--- src/hdl/fssa_pkg.sv ---
`timescale 1ns / 1ps
`default_nettype none
package fssa_pkg;
   localparam int OFFSET_BITS = 16;

   localparam logic [1:0] ACT_ALLOC = 2'd0;
   localparam logic [1:0] ACT_FREE  = 2'd1;
   localparam logic [1:0] ACT_CHECK = 2'd2;
   localparam logic [1:0] ACT_NONE  = 2'd3;

   localparam logic [1:0] FIT_FIRST = 2'd0;
   localparam logic [1:0] FIT_BEST  = 2'd1;
   localparam logic [1:0] FIT_WORST = 2'd2;
   localparam logic [1:0] FIT_NEXT  = 2'd3;

   localparam logic [1:0] ST_OK       = 2'd0;
   localparam logic [1:0] ST_NO_FIT   = 2'd1;
   localparam logic [1:0] ST_NOT_FND  = 2'd2;
   localparam logic [1:0] ST_FULL     = 2'd3;

   localparam logic CSR_STRATEGY = 1'b0;
   localparam logic CSR_POOL     = 1'b1;
endpackage
`default_nettype wire

--- src/hdl/fssa_seg_ram.sv ---
`timescale 1ns / 1ps
`default_nettype none
module fssa_seg_ram #(
   parameter int AW = 6,
   parameter int DW = 33
) (
   input  wire logic          clock,
   input  wire logic [AW-1:0] rd_addr,
   output logic      [DW-1:0] rd_data,
   input  wire logic          wr_en,
   input  wire logic [AW-1:0] wr_addr,
   input  wire logic [DW-1:0] wr_data
);
   logic [DW-1:0] mem [2**AW];

   always_ff @(posedge clock) begin
      if (wr_en) begin
         mem[wr_addr] <= wr_data;
      end
      rd_data <= mem[rd_addr];
   end
endmodule
`default_nettype wire

--- src/hdl/fit_strategy_segment_allocator.sv ---
`timescale 1ns / 1ps
`default_nettype none
// channel | dir | handshake         | payload
// req     | in  | req_valid/stall   | action, request_size, block_offset
// rsp     | out | rsp_valid/stall   | status, alloc_offset, is_allocated, bytes, holes
// csr     | in  | csr_valid/ready   | csr_index, csr_data
// One request at a time: a scan of the segments plus a decide step, then a shift pass
// for a split or a merge (one entry a cycle through the segment memory) before the
// result is registered and given out.
// Reset and pool writes rebuild entry 0 only; entries beyond the count are never used.
// The result is held in an output register until rsp_stall is low; requests and
// register writes are held off meanwhile.
module fit_strategy_segment_allocator
   import fssa_pkg::*;
#(
   parameter int MAX_SEGMENTS = 64
) (
   input  wire logic                   clock,
   input  wire logic                   reset,
   input  wire logic                   req_valid,
   output logic                        req_stall,
   input  wire logic [1:0]             req_action,
   input  wire logic [15:0]            req_request_size,
   input  wire logic [15:0]            req_block_offset,
   output logic                        rsp_valid,
   input  wire logic                   rsp_stall,
   output logic [1:0]                  rsp_status,
   output logic [15:0]                 rsp_alloc_offset,
   output logic                        rsp_is_allocated,
   output logic [15:0]                 rsp_allocated_bytes,
   output logic [6:0]                  rsp_hole_count,
   input  wire logic                   csr_valid,
   output logic                        csr_ready,
   input  wire logic                   csr_index,
   input  wire logic [15:0]            csr_data
);
   localparam int AW = $clog2(MAX_SEGMENTS);
   localparam int CW = $clog2(MAX_SEGMENTS + 1);
   localparam int OW = OFFSET_BITS;
   localparam int DW = 2 * OW + 1;
   localparam logic [CW-1:0] MAXC = CW'(MAX_SEGMENTS);

   typedef enum logic [3:0] {
      S_IDLE, S_SCAN, S_DECIDE, S_RDK, S_RDN, S_MERGE, S_SHUP, S_SHDN, S_DONE
   } state_type;

   state_type      state_ff;
   logic [1:0]     strat_ff;
   logic [CW-1:0]  count_ff;
   logic [AW-1:0]  cursor_ff;
   logic [OW-1:0]  bytes_ff;
   logic [6:0]     holes_ff;

   logic [1:0]     act_ff;
   logic [OW-1:0]  rsize_ff, roff_ff;
   logic [CW-1:0]  idx_ff;       // read address counter
   logic [CW-1:0]  seen_ff;      // entries examined
   logic [CW-1:0]  rdi_ff;       // index of data arriving this cycle
   logic           rdv_ff;
   logic           hit_ff;
   logic [AW-1:0]  pick_ff;
   logic [OW-1:0]  pstart_ff, psize_ff;
   logic           pused_ff;
   logic           lfree_ff;     // left neighbour free
   logic [OW-1:0]  lsize_ff;
   logic           rfree_ff;
   logic [OW-1:0]  rsize2_ff;
   logic [CW-1:0]  sh_ff;        // shift position
   logic [CW-1:0]  rmcnt_ff;     // entries removed by the merge
   logic [AW-1:0]  shdst_ff;
   logic           shwv_ff;

   logic [1:0]     st_ff;
   logic [OW-1:0]  aoff_ff;
   logic           isal_ff;

   logic [AW-1:0]  rd_addr;
   logic [DW-1:0]  rd_data;
   logic           wr_en;
   logic [AW-1:0]  wr_addr;
   logic [DW-1:0]  wr_data;

   fssa_seg_ram #(.AW(AW), .DW(DW)) u_ram (
      .clock, .rd_addr, .rd_data, .wr_en, .wr_addr, .wr_data
   );

   logic [OW-1:0] d_start, d_size;
   logic          d_used;
   assign d_start = rd_data[DW-1 -: OW];
   assign d_size  = rd_data[OW:1];
   assign d_used  = rd_data[0];

   logic [CW-1:0] scan_start;
   assign scan_start = (strat_ff == FIT_NEXT && CW'(cursor_ff) < count_ff) ?
                       ((CW'(cursor_ff) + 1'b1 < count_ff) ? CW'(cursor_ff) + 1'b1 : '0) :
                       '0;

   logic fits, better, match;
   assign fits  = !d_used && d_size >= rsize_ff && rsize_ff != '0;
   assign better = !hit_ff || (strat_ff == FIT_BEST && d_size < psize_ff) ||
                   (strat_ff == FIT_WORST && d_size > psize_ff);
   assign match = d_start == roff_ff;

   logic [CW-1:0] idx_nx;
   assign idx_nx = (idx_ff + 1'b1 < count_ff) ? idx_ff + 1'b1 : '0;

   function automatic logic hit_or_done();
      hit_or_done = hit_ff && (act_ff != ACT_ALLOC || strat_ff == FIT_FIRST ||
                    strat_ff == FIT_NEXT);
   endfunction

   assign csr_ready = state_ff == S_IDLE && !rsp_valid;
   assign req_stall = !(state_ff == S_IDLE && !rsp_valid && !csr_valid);
   assign rsp_status = st_ff;
   assign rsp_alloc_offset = aoff_ff;
   assign rsp_is_allocated = isal_ff;
   assign rsp_allocated_bytes = bytes_ff;
   assign rsp_hole_count = holes_ff;

   always_comb begin
      rd_addr = idx_ff[AW-1:0];
      wr_en = 1'b0;
      wr_addr = '0;
      wr_data = '0;
      if (reset) begin
         // entry 0 covers the whole default pool
         wr_en = 1'b1;
         wr_data = {OW'(0), {OW{1'b1}}, 1'b0};
      end else if (state_ff == S_IDLE && csr_valid && csr_ready && csr_index == CSR_POOL) begin
         wr_en = 1'b1;
         wr_data = {OW'(0), csr_data[OW-1:0], 1'b0};
      end else if (shwv_ff) begin
         wr_en = 1'b1;
         wr_addr = shdst_ff;
         wr_data = rd_data;
      end else if (state_ff == S_DONE && act_ff == ACT_ALLOC && st_ff == ST_OK) begin
         wr_en = 1'b1;
         wr_addr = pick_ff;
         wr_data = {pstart_ff, rsize_ff, 1'b1};
      end else if (state_ff == S_DONE && act_ff == ACT_FREE && st_ff == ST_OK && pused_ff) begin
         wr_en = 1'b1;
         wr_addr = lfree_ff ? pick_ff - 1'b1 : pick_ff;
         wr_data = {lfree_ff ? pstart_ff - lsize_ff : pstart_ff,
                    psize_ff + (lfree_ff ? lsize_ff : '0) + (rfree_ff ? rsize2_ff : '0),
                    1'b0};
      end else if (state_ff == S_SHUP && sh_ff == CW'(pick_ff) + 1'b1) begin
         wr_en = 1'b1;
         wr_addr = sh_ff[AW-1:0];
         wr_data = {pstart_ff + rsize_ff, psize_ff - rsize_ff, 1'b0};
      end
      if (state_ff == S_SHUP) rd_addr = sh_ff[AW-1:0] - 1'b1;
      if (state_ff == S_SHDN) rd_addr = sh_ff[AW-1:0];
      if (state_ff == S_RDK || state_ff == S_RDN) rd_addr = idx_ff[AW-1:0];
   end

   always_ff @(posedge clock) begin
      if (reset) begin
         state_ff <= S_IDLE;
         strat_ff <= FIT_FIRST;
         count_ff <= CW'(1);
         cursor_ff <= '0;
         bytes_ff <= '0;
         holes_ff <= 7'd1;
         rsp_valid <= 1'b0;
         shwv_ff <= 1'b0;
         rdv_ff <= 1'b0;
         st_ff <= ST_OK;
         aoff_ff <= '0;
         isal_ff <= 1'b0;
      end else begin
         shwv_ff <= 1'b0;
         rdv_ff <= 1'b0;
         if (rsp_valid && !rsp_stall) rsp_valid <= 1'b0;
         unique case (state_ff)
            S_IDLE: begin
               if (csr_valid && csr_ready) begin
                  if (csr_index == CSR_STRATEGY) begin
                     strat_ff <= csr_data[1:0];
                  end else begin
                     count_ff <= CW'(1);
                     cursor_ff <= '0;
                     bytes_ff <= '0;
                     holes_ff <= 7'd1;
                  end
               end else if (req_valid && !req_stall) begin
                  act_ff <= req_action;
                  rsize_ff <= req_request_size;
                  roff_ff <= req_block_offset;
                  hit_ff <= 1'b0;
                  pused_ff <= 1'b0;
                  lfree_ff <= 1'b0;
                  rfree_ff <= 1'b0;
                  idx_ff <= scan_start;
                  rdi_ff <= scan_start;
                  seen_ff <= '0;
                  st_ff <= ST_OK;
                  aoff_ff <= '0;
                  isal_ff <= 1'b0;
                  if (req_action == ACT_ALLOC || req_action == ACT_FREE ||
                      req_action == ACT_CHECK) begin
                     state_ff <= S_SCAN;
                  end else begin
                     rsp_valid <= 1'b1;
                  end
               end
            end
            S_SCAN: begin
               // issue reads; data for rdi_ff arrives from the registered read port on the next cycle
               if (seen_ff < count_ff && !hit_or_done()) begin
                  rdv_ff <= 1'b1;
                  rdi_ff <= idx_ff;
                  idx_ff <= idx_nx;
                  seen_ff <= seen_ff + 1'b1;
               end
               if (rdv_ff) begin
                  if (act_ff == ACT_ALLOC) begin
                     if (fits && better) begin
                        hit_ff <= 1'b1;
                        pick_ff <= rdi_ff[AW-1:0];
                        pstart_ff <= d_start;
                        psize_ff <= d_size;
                     end
                  end else if (match && !hit_ff) begin
                     hit_ff <= 1'b1;
                     pick_ff <= rdi_ff[AW-1:0];
                     pstart_ff <= d_start;
                     psize_ff <= d_size;
                     pused_ff <= d_used;
                  end
               end
               if ((seen_ff == count_ff || hit_or_done()) && !rdv_ff) state_ff <= S_DECIDE;
            end
            S_DECIDE: begin
               if (!hit_ff) begin
                  st_ff <= (act_ff == ACT_ALLOC) ? ST_NO_FIT : ST_NOT_FND;
                  state_ff <= S_DONE;
               end else if (act_ff == ACT_CHECK) begin
                  isal_ff <= pused_ff;
                  state_ff <= S_DONE;
               end else if (act_ff == ACT_ALLOC) begin
                  if (psize_ff == rsize_ff) begin
                     holes_ff <= holes_ff - 1'b1;
                     bytes_ff <= bytes_ff + rsize_ff;
                     cursor_ff <= pick_ff;
                     aoff_ff <= pstart_ff;
                     state_ff <= S_DONE;
                  end else if (count_ff >= MAXC) begin
                     st_ff <= ST_FULL;
                     state_ff <= S_DONE;
                  end else begin
                     bytes_ff <= bytes_ff + rsize_ff;
                     cursor_ff <= pick_ff;
                     aoff_ff <= pstart_ff;
                     sh_ff <= count_ff;
                     state_ff <= S_SHUP;
                  end
               end else if (!pused_ff) begin
                  state_ff <= S_DONE;
               end else begin
                  bytes_ff <= bytes_ff - psize_ff;
                  // no left neighbour at entry 0: go straight to the right one
                  idx_ff <= (pick_ff != '0) ? CW'(pick_ff) - 1'b1 : CW'(pick_ff) + 1'b1;
                  state_ff <= (pick_ff != '0) ? S_RDK : S_RDN;
               end
            end
            S_RDK: begin
               idx_ff <= CW'(pick_ff) + 1'b1;
               state_ff <= S_RDN;
            end
            S_RDN: begin
               if (pick_ff != '0) begin
                  lfree_ff <= !d_used;
                  lsize_ff <= d_size;
               end
               state_ff <= S_MERGE;
            end
            S_MERGE: begin
               rfree_ff <= (CW'(pick_ff) + 1'b1 < count_ff) && !d_used;
               rsize2_ff <= d_size;
               state_ff <= S_SHDN;
               sh_ff <= '0;
               rmcnt_ff <= '0;
            end
            S_SHDN: begin
               // first step: work out removals; then copy entries down
               if (sh_ff == '0 && rmcnt_ff == '0) begin
                  rmcnt_ff <= CW'(lfree_ff) + CW'(rfree_ff);
                  sh_ff <= CW'(pick_ff) + 1'b1 + CW'(rfree_ff);
                  holes_ff <= holes_ff + 1'b1 - 7'(lfree_ff) - 7'(rfree_ff);
                  if (!lfree_ff && !rfree_ff) state_ff <= S_DONE;
                  if (lfree_ff && cursor_ff >= pick_ff && cursor_ff != '0)
                     cursor_ff <= cursor_ff - 1'b1;
                  else if (rfree_ff && cursor_ff >= pick_ff + 1'b1)
                     cursor_ff <= cursor_ff - 1'b1;
                  if (lfree_ff && rfree_ff && cursor_ff >= pick_ff && cursor_ff != '0
                      && cursor_ff - 1'b1 >= pick_ff && cursor_ff - 1'b1 != '0)
                     cursor_ff <= cursor_ff - 2'd2;
               end else if (sh_ff < count_ff) begin
                  shwv_ff <= 1'b1;
                  shdst_ff <= sh_ff[AW-1:0] - rmcnt_ff[AW-1:0];
                  sh_ff <= sh_ff + 1'b1;
               end else if (!shwv_ff) begin
                  count_ff <= count_ff - rmcnt_ff;
                  state_ff <= S_DONE;
               end
            end
            S_SHUP: begin
               // move entries k+1..count-1 up by one, top first
               if (sh_ff > CW'(pick_ff) + 1'b1) begin
                  shwv_ff <= 1'b1;
                  shdst_ff <= sh_ff[AW-1:0];
                  sh_ff <= sh_ff - 1'b1;
               end else if (!shwv_ff) begin
                  count_ff <= count_ff + 1'b1;
                  state_ff <= S_DONE;
               end
            end
            S_DONE: begin
               rsp_valid <= 1'b1;
               state_ff <= S_IDLE;
            end
            default: state_ff <= S_IDLE;
         endcase
      end
   end

`ifndef SYNTH
   a_count_range: assert property (@(posedge clock) disable iff (reset)
      count_ff != '0 && count_ff <= MAXC) else $error("segment count out of range");
   a_no_req_busy: assert property (@(posedge clock) disable iff (reset)
      state_ff != S_IDLE |-> req_stall) else $error("request taken while busy");
   a_rsp_from_done: assert property (@(posedge clock) disable iff (reset)
      $rose(rsp_valid) |-> $past(state_ff) == S_DONE || $past(state_ff) == S_IDLE)
      else $error("result raised outside completion");
   a_holes_bound: assert property (@(posedge clock) disable iff (reset)
      CW'(holes_ff) <= count_ff) else $error("more holes than segments");
`endif
endmodule
`default_nettype wire

--- config.mk ---
export PLATFORM = sky130hd
export DESIGN_NAME = fit_strategy_segment_allocator
export DESIGN_NICKNAME = d
export VERILOG_FILES = /design/src/hdl/fssa_pkg.sv /design/src/hdl/fssa_seg_ram.sv /design/src/hdl/fit_strategy_segment_allocator.sv
export SDC_FILE = /design/constraint.sdc
export NUM_CORES = 2
export LEC_CHECK = 0
export ABC_AREA = 1
export BUFFER_PORTS_ARGS = -buffer_cell sky130_fd_sc_hd__buf_2
export CORE_UTILIZATION = 37
export CTS_BUF_LIST = sky130_fd_sc_hd__clkbuf_2
export CTS_CLUSTER_SIZE = 14
export DETAILED_ROUTE_END_ITERATION = 8
export PLACE_DENSITY = 0.5
export SLEW_MARGIN = 0
export SYNTH_ARGS = -nofsm -noshare
export SYNTH_HDL_FRONTEND = slang
export SYNTH_HIERARCHICAL = 1
export SYNTH_SLANG_ARGS = --single-unit
--- constraint.sdc ---
create_clock -name clock -period 7.86 [get_ports clock]
set_input_delay 0.786 -clock clock [delete_from_list [all_inputs] [get_ports clock]]
set_output_delay 0.786 -clock clock [all_outputs]
set_load 0.01 [all_outputs]
# [Yosys cells after proc, flatten, opt, wreduce, memory -nomap -nowiden]
# Memory sizes are Yosys's and may differ from the RTL's. A register that Yosys moved wholly into a read port is not among the register bits.
# Index checks and enable logic that the tools add are counted.
[op_classes] div=0 addsub=28 n_bitwise=4 mul=0 n_eq_ne=61 n_mux=165 n_reduce_logical=99 shift=0 order_cmp=14
[op_table] cell="2-to-1 mux 16 bit" count=24
[op_table] cell="2-to-1 mux 7 bit" count=35
[op_table] cell="2-to-1 mux 33 bit" count=6
[op_table] cell="2-to-1 mux 6 bit" count=28
[op_table] cell="adder 16 bit" count=4
[op_table] cell="one-hot mux 16 bit (2 select lines)" count=2
[op_table] cell="2-to-1 mux 4 bit" count=15
[op_table] cell="one-hot mux 7 bit (4 select lines)" count=2
[op_table] cell="subtractor 16 bit" count=3
[op_table] cell="!= test 2 bit (second input constant)" count=21
[op_table] cell="one-hot mux 7 bit (3 select lines)" count=2
[op_table] cell="AND reduction 7 bit" count=6
[op_table] cell="adder 7 x 1 -> 7 bit (second input constant)" count=5
[op_table] cell="logical AND 1 bit" count=35
[op_table] cell="< comparator 7 bit" count=5
[op_table] cell="equality test 16 bit" count=2
[op_table] cell="one-hot mux 4 bit (8 select lines)" count=1
[op_table] cell="2-to-1 mux 1 bit" count=28
[op_table] cell="one-hot mux 7 bit (2 select lines)" count=2
[op_table] cell="!= test 3 bit (second input constant)" count=9
[op_table] cell="AND reduction 9 bit" count=3
[op_table] cell="AND reduction 5 bit" count=5
[op_table] cell="one-hot mux 6 bit (2 select lines)" count=2
[op_table] cell=">= comparator 6 bit" count=3
[op_table] cell="50 further kinds" count=123
[word_totals] word_cells=402 ramBits=2112 regBits=212 in_bits=56 output_inout_bits=45 n_memories=1 latch_bits=0 romBits=0
[memory_table] memory="u_ram.mem" words=64 word_bits=33 read_ports=1 rd_clocked_by_memory_dff=1 wr=1 line_no="fssa_seg_ram.sv:14" text="logic [DW-1:0] mem [2**AW];"

# [Longest topological paths before layout]
[logic_depth] depth_word=11 ltp_mapped=20 mapped_depth_nobuf=20

# [Hierarchy]
# Netlist, hierarchy kept.
[modules_own_cells] mod="fssa_seg_ram" seq_area_each_um2=64081.5 cells_each=6987 area_per_inst_um2=85688.4 instances=1
[modules_own_cells] mod="fit_strategy_segment_allocator" seq_area_each_um2=5575.3 cells_each=2714 area_per_inst_um2=19148.4 instances=1

# [Least setup slack after synthesis]
# OpenSTA, ideal clock, no wires.
[synth_timing] path_type="register -> register" from="register pick_ff[0]" to="memory u_ram.mem[0][22], data pin" n_path_buf=1 path_stages_with_launch=12 setup_time_ps=681 synth_period_minus_slack_ps=5362 t_arrival_ps=4681 path_slack_ps=2498 required_time_ps=7179 cell_sequence="edfxtp_1 -> ha_1 -> xor2_1 -> inv_1 -> ha_1 -> nand2_1 -> nor2_1 -> nand4_2 -> buf_2 -> a21oi_1 -> nor2_1 -> nor3_1"
[synth_via] elab_chain_len=9
[synth_lines] element="from (decl)" line_no="fit_strategy_segment_allocator.sv:61" text="logic [AW-1:0] pick_ff;"
[synth_lines] element="from (signal assigned)" line_no="fit_strategy_segment_allocator.sv:219" text="pick_ff <= rdi_ff[AW-1:0];"
[synth_lines] element="from (signal assigned)" line_no="fit_strategy_segment_allocator.sv:225" text="pick_ff <= rdi_ff[AW-1:0];"
[synth_lines] element="adder 6 x 1 -> 7 bit" line_no="fit_strategy_segment_allocator.sv:146" text="end else if (state_ff == S_SHUP && sh_ff == CW'(pick_ff) + 1'b1) begin"
[synth_lines] element="equality test 7 bit" line_no="fit_strategy_segment_allocator.sv:146"
[synth_lines] element="logical AND 1 bit" line_no="fit_strategy_segment_allocator.sv:146"
[synth_lines] element="2-to-1 mux 33 bit" line_no="fit_strategy_segment_allocator.sv:146"
[synth_lines] element="2-to-1 mux 33 bit" line_no="fit_strategy_segment_allocator.sv:140" text="end else if (state_ff == S_DONE && act_ff == ACT_FREE && st_ff == ST_OK && pused_ff) begin"
[synth_lines] element="2-to-1 mux 33 bit" line_no="fit_strategy_segment_allocator.sv:136" text="end else if (state_ff == S_DONE && act_ff == ACT_ALLOC && st_ff == ST_OK) begin"
[synth_lines] element="2-to-1 mux 33 bit" line_no="fit_strategy_segment_allocator.sv:132" text="end else if (shwv_ff) begin"
[synth_lines] element="2-to-1 mux 33 bit" line_no="fit_strategy_segment_allocator.sv:129" text="end else if (state_ff == S_IDLE && csr_valid && csr_ready && csr_index == CSR_POOL) begin"
[synth_lines] element="2-to-1 mux 33 bit" line_no="fit_strategy_segment_allocator.sv:125" text="if (reset) begin"
[synth_lines] element="named net wr_data[22]" line_no="fit_strategy_segment_allocator.sv:81" text="logic [DW-1:0] wr_data;"
[synth_lines] element="to (decl)" line_no="fssa_seg_ram.sv:14"
# The timed path passes the listed nets, and every way through them passes these cells.

# [Worst setup path in the final report]
[layout_timing] from="register pick_ff[0]" to="memory u_ram.mem[42][17], enable pin"
[layout_via] word_cells_on_any_way=19 cone_classes="2 x add/sub; 1 x eq/ne; 15 x mux; 1 x reduce/logical"
[layout_rtl] element="adder 6 x 1 -> 7 bit" line_no="fit_strategy_segment_allocator.sv:146"
[layout_rtl] element="equality test 7 bit" line_no="fit_strategy_segment_allocator.sv:146"
[layout_rtl] element="logical AND 1 bit" line_no="fit_strategy_segment_allocator.sv:146"
[layout_rtl] element="2-to-1 mux 6 bit" line_no="fit_strategy_segment_allocator.sv:146"
[layout_rtl] element="2-to-1 mux 6 bit (*)" line_no="fit_strategy_segment_allocator.sv:140"
[layout_rtl] element="2-to-1 mux 6 bit (*)" line_no="fit_strategy_segment_allocator.sv:136"
[layout_rtl] element="2-to-1 mux 6 bit (*)" line_no="fit_strategy_segment_allocator.sv:132"
[layout_rtl] element="2-to-1 mux 6 bit (*)" line_no="fit_strategy_segment_allocator.sv:129"
[layout_rtl] element="2-to-1 mux 6 bit (*)" line_no="fit_strategy_segment_allocator.sv:125"
[layout_rtl] element="named net wr_addr[1]" line_no="fit_strategy_segment_allocator.sv:80" text="logic [AW-1:0] wr_addr;"
# The timed path passes the listed nets; every way through them passes the cells marked *.

==> results.md <==
### Run status
- result of the run: finished clean

### Critical path
- worst setup slack for register-to-register paths: 1.15 ns
- launch point of the worst reg-to-reg path: pick_ff[0]
- startpoint type of the worst setup path: flop
- delay-heaviest family, CP: simple AND/OR/NAND/NOR gates
- data required time of the worst path: 9.17 ns
- Buf+Inv Stages, Crit Path: 4
- R2R cell count: 15
- Cell Chain, Critical Path: ha_1 -> xor2_1 -> inv_1 -> ha_1 -> nand2_1 -> nor2_1 -> nand4_2 -> buf_4 -> inv_2 -> nand2_1 -> a41oi_1 -> inv_1 -> nor3_1 -> nand2_1 -> nor2_4
- destination of the worst register-to-register timing path: u_ram/mem[42][17]
- startpoint of the worst setup timing path: pick_ff[0]
- worst-path cell with the longest stage delay: nor2_4
- cell with the most instances on the worst path: nand2_1
- worst-path maximum fanout: 33
- Max stage delay on crit path: 1.14 ns
- arrival time at the worst endpoint: 8.02 ns
- start-to-end type of the worst setup path: reg2reg
- kind of end point of the critical path: flop

### Clocking
- CTS Buffer Depth: 4
- clock-pin transition on the worst setup and hold timing paths: 0.10 ns
- post-CTS setup buffer count: 0
- deepest level of the CTS H-tree: 6
- Root Buffer: clkbuf_2
- Inserted Clock Buffers: 625
- clock tree from TritonCTS: built
- number of buffers added to fix hold violations after cts: 104
- clock latency of the later-clocked register in the worst-skew pair: 1.80 ns
- CTS sink cnt: 2352
- number of cells upsized or downsized after cts: 0

### Logic synthesis
- primary flip-flop cell chosen by synthesis mapping: edfxtp_1
- fraction of the yosys area taken by sequential cells: 0.664
- Post-synth EDFFs: 2255
- dominant combinational cell family by area after synthesis: simple AND/OR/NAND/NOR gates
- Mapped Nets: 9985
- fraction of the mapped netlist area in simple logic gates: 0.233
- area share of fa/ha/maj cells after synthesis: 0.0289
- register bit total from synthesis: 2352
- cell area after synthesis: 105000 µm²
- share of the synthesized netlist area taken by xor and xnor gates: 0.00652
- multiplexer fraction of the synthesized cell area: 0
- Post-Synthesis Cells: 9701
- Synth Warn #: 6
- Async SR Flop Fraction: 0
- per-instance average area after synthesis: 10.8 µm²
- Synth Area in Compound Gates: 0.0242
- number of library cell types mapped by synthesis: 58

### Timing
- Hold Vio Cnt, Final: 0
- Worst Hold Margin: 0.251 ns
- Clock Skew: 0.165 ns
- shortest clock period the worst path allows after layout: 6.71 ns
- RSZ-0062 raised after global routing: no
- highest clock frequency the design can meet: 149 MHz
- part of the cycle the worst path needs: 0.854
- measured slew at the worst slew-check pin: 1.32 ns
- final-layout setup total negative slack: 0 ns
- max-slew headroom at the worst pin: 0.116
- endpoints failing setup: 0
- Final Worst Setup Slack: 1.15 ns
- final slew viol count: 0

### Placement
- detailed placement HPWL: 207 mm
- count of input and output buffers: 100
- RePlAce Congestion: 0.916
- worst setup slack before clock tree synthesis: 1.34 ns

### Floorplanning
- Starting Density: 0.372
- die width: 534 µm
- Core Area: 282000 µm²
- number of rows created at floorplan: 195
- die outline area: 285000 µm²
- vertical extent of the die: 534 µm
- I/O pin count: 101

### Routing
- Starting DRT DRC Count: 7759
- post-DR wirelength/cell: 24.0 µm
- final routed DRC violation total: 0
- routed wire length: 345 mm
- DR vias: 76016
- antenna violation net count after detailed routing: 0
- via density per instance: 5.29
- drt pass-1 iters: 7

### Pwr
- largest voltage drop on the vdd net: 0.325 mV
- power density of the placed cells: 310 nW/µm²
- reported leakage power: 45.1 nW

### Global routing
- wire length of the first global-routing pass: 500 mm
- largest net degree at the start of global routing: 238
- vias in the first global route: 73303
- number of antenna violations at the first check in global routing: 25
- overflow left after global routing: 0
- global router's overall resource usage: 0.237

### Worst hold path
- Min-Delay Path Class: in2reg
- terminating pin of the worst hold path: u_ram/mem[13][7]
- Hold Crit Start: csr_data[6]
- depth of the worst hold-timing path: 3

### Job
- number of maximum-capacitance constraint violations: 0

### Final layout
- multi-input gate area in the final layout: 31400 µm²
- filler instances: 27548
- fraction of layout instances using a drive strength above 1: 0.135
- final core utilization: 0.412
- Post-layout nets: 10481
- area grow syn2layout: 10.7%
- most common cell after layout, fill and taps aside: nand2_1
- commonest cells after routing, fill and taps aside: 3008 x nand2_1, 2255 x edfxtp_1, 2168 x nand3_1
- area taken by flip-flops and latches: 69700 µm²

-- worst min-delay path: cells and delay by family --
family	cells	cell delay [ns]
buffers and inverters	1	0.08
and+or+nand+nor	2	0.78
-- state kept, by name (all words and copies together), names as in the netlist, 4 cells and up --
register,flops
shdst_ff,6
u_ram/rd_data,33
pstart_ff,16
u_ram/mem,2112
rsize2_ff,16
pick_ff,6
rsp_alloc_offset,16
sh_ff,7
seen_ff,7
cursor_ff,6
state_ff,4
lsize_ff,16
rsize_ff,16
rdi_ff,6
idx_ff,7
roff_ff,16
count_ff,7
psize_ff,16
rsp_allocated_bytes,16
rsp_hole_count,7
-- routing by layer --
metal | track usage | vias up | part of all wire
met1 | 0.337 | 37189 | 0.44
met3 | 0.0519 | 492 | 0.086
met2 | 0.357 | 3091 | 0.44
li1 | - | 35238 | -
met4 | 0.0799 | 6 | 0.030
met5 | 0 | - | 0.00011
-- worst max path at each step --
stage	to	slack, ns	depth (start not counted)
6_report	u_ram/mem[42][17]	1.15	15
5_1_grt	u_ram/mem[42][19]	0.84	15
4_1_cts	u_ram/mem[42][17]	1.31	15
3_5_place_dp	u_ram/mem[42][17]	1.34	15
3_3_place_gp	u_ram/mem[42][22]	1.30	15
2_1_floorplan	u_ram/mem[0][22]	2.50	11
-- cell families after synthesis --
logic type,after synthesis
adders and majority gates,228
DFF,2352
and+or+nand+nor,5643
xor gates and xnor gates,78
buffers and inverters,944
AOI/OAI and AO/OA,456
-- metrics by stage --
stage	instances	cell area [µm²]	power (mW)
2_1_floorplan	9701	105000	22.9
3_5_place_dp	13209	110000	27.5
6_report	14380	116000	36.0
4_1_cts	14371	116000	36.2
5_1_grt	14373	116000	38.0
3_3_place_gp	13209	110000	27.5
-- cell type report --
cell class,count,area share
antenna,9,0.000194
clock inverter,136,0.00723
timing repair buffer,389,0.0276
tap,3743,0.0403
multi-input combinational,6405,0.271
clock buffer,922,0.0397
sequential,2352,0.600
inverter,424,0.0141
-- synth_stat cells, types with 7 or more instances --
cell,count,area share
nor3_2,14,0.0013
buf_1,39,0.0014
inv_1,412,0.015
o21a_1,8,0.00057
dfxtp_1,97,0.019
or2_2,24,0.0014
xnor2_1,24,0.0020
nand2_1,3017,0.11
inv_2,7,0.00025
ha_1,205,0.024
xor2_1,54,0.0045
nand4_1,39,0.0023
fa_1,23,0.0044
clkbuf_1,117,0.0042
a21oi_1,235,0.011
nor2_1,285,0.010
o211ai_1,14,0.0010
o22ai_1,11,0.00066
nand3b_1,16,0.0011
buf_2,207,0.0099
o221ai_1,9,0.00075
buf_4,126,0.0090
nor2_4,7,0.00075
nor3_1,40,0.0019
nand3_1,2173,0.10
buf_6,28,0.0030
o21ai_0,130,0.0062
a21o_1,10,0.00072
edfxtp_1,2255,0.65
-- power by group --
group / switching, mW / total (mW) / internal (mW) / leakage, nW
clock: 5.11 / 8.54 / 3.42 / 4.24
combinational: 9.52 / 12.8 / 3.23 / 18.0
sequential: 0.466 / 14.7 / 14.2 / 22.8
total: 15.1 / 36.0 / 20.9 / 45.1
Note: power is estimated with default switching activity, not from simulation.
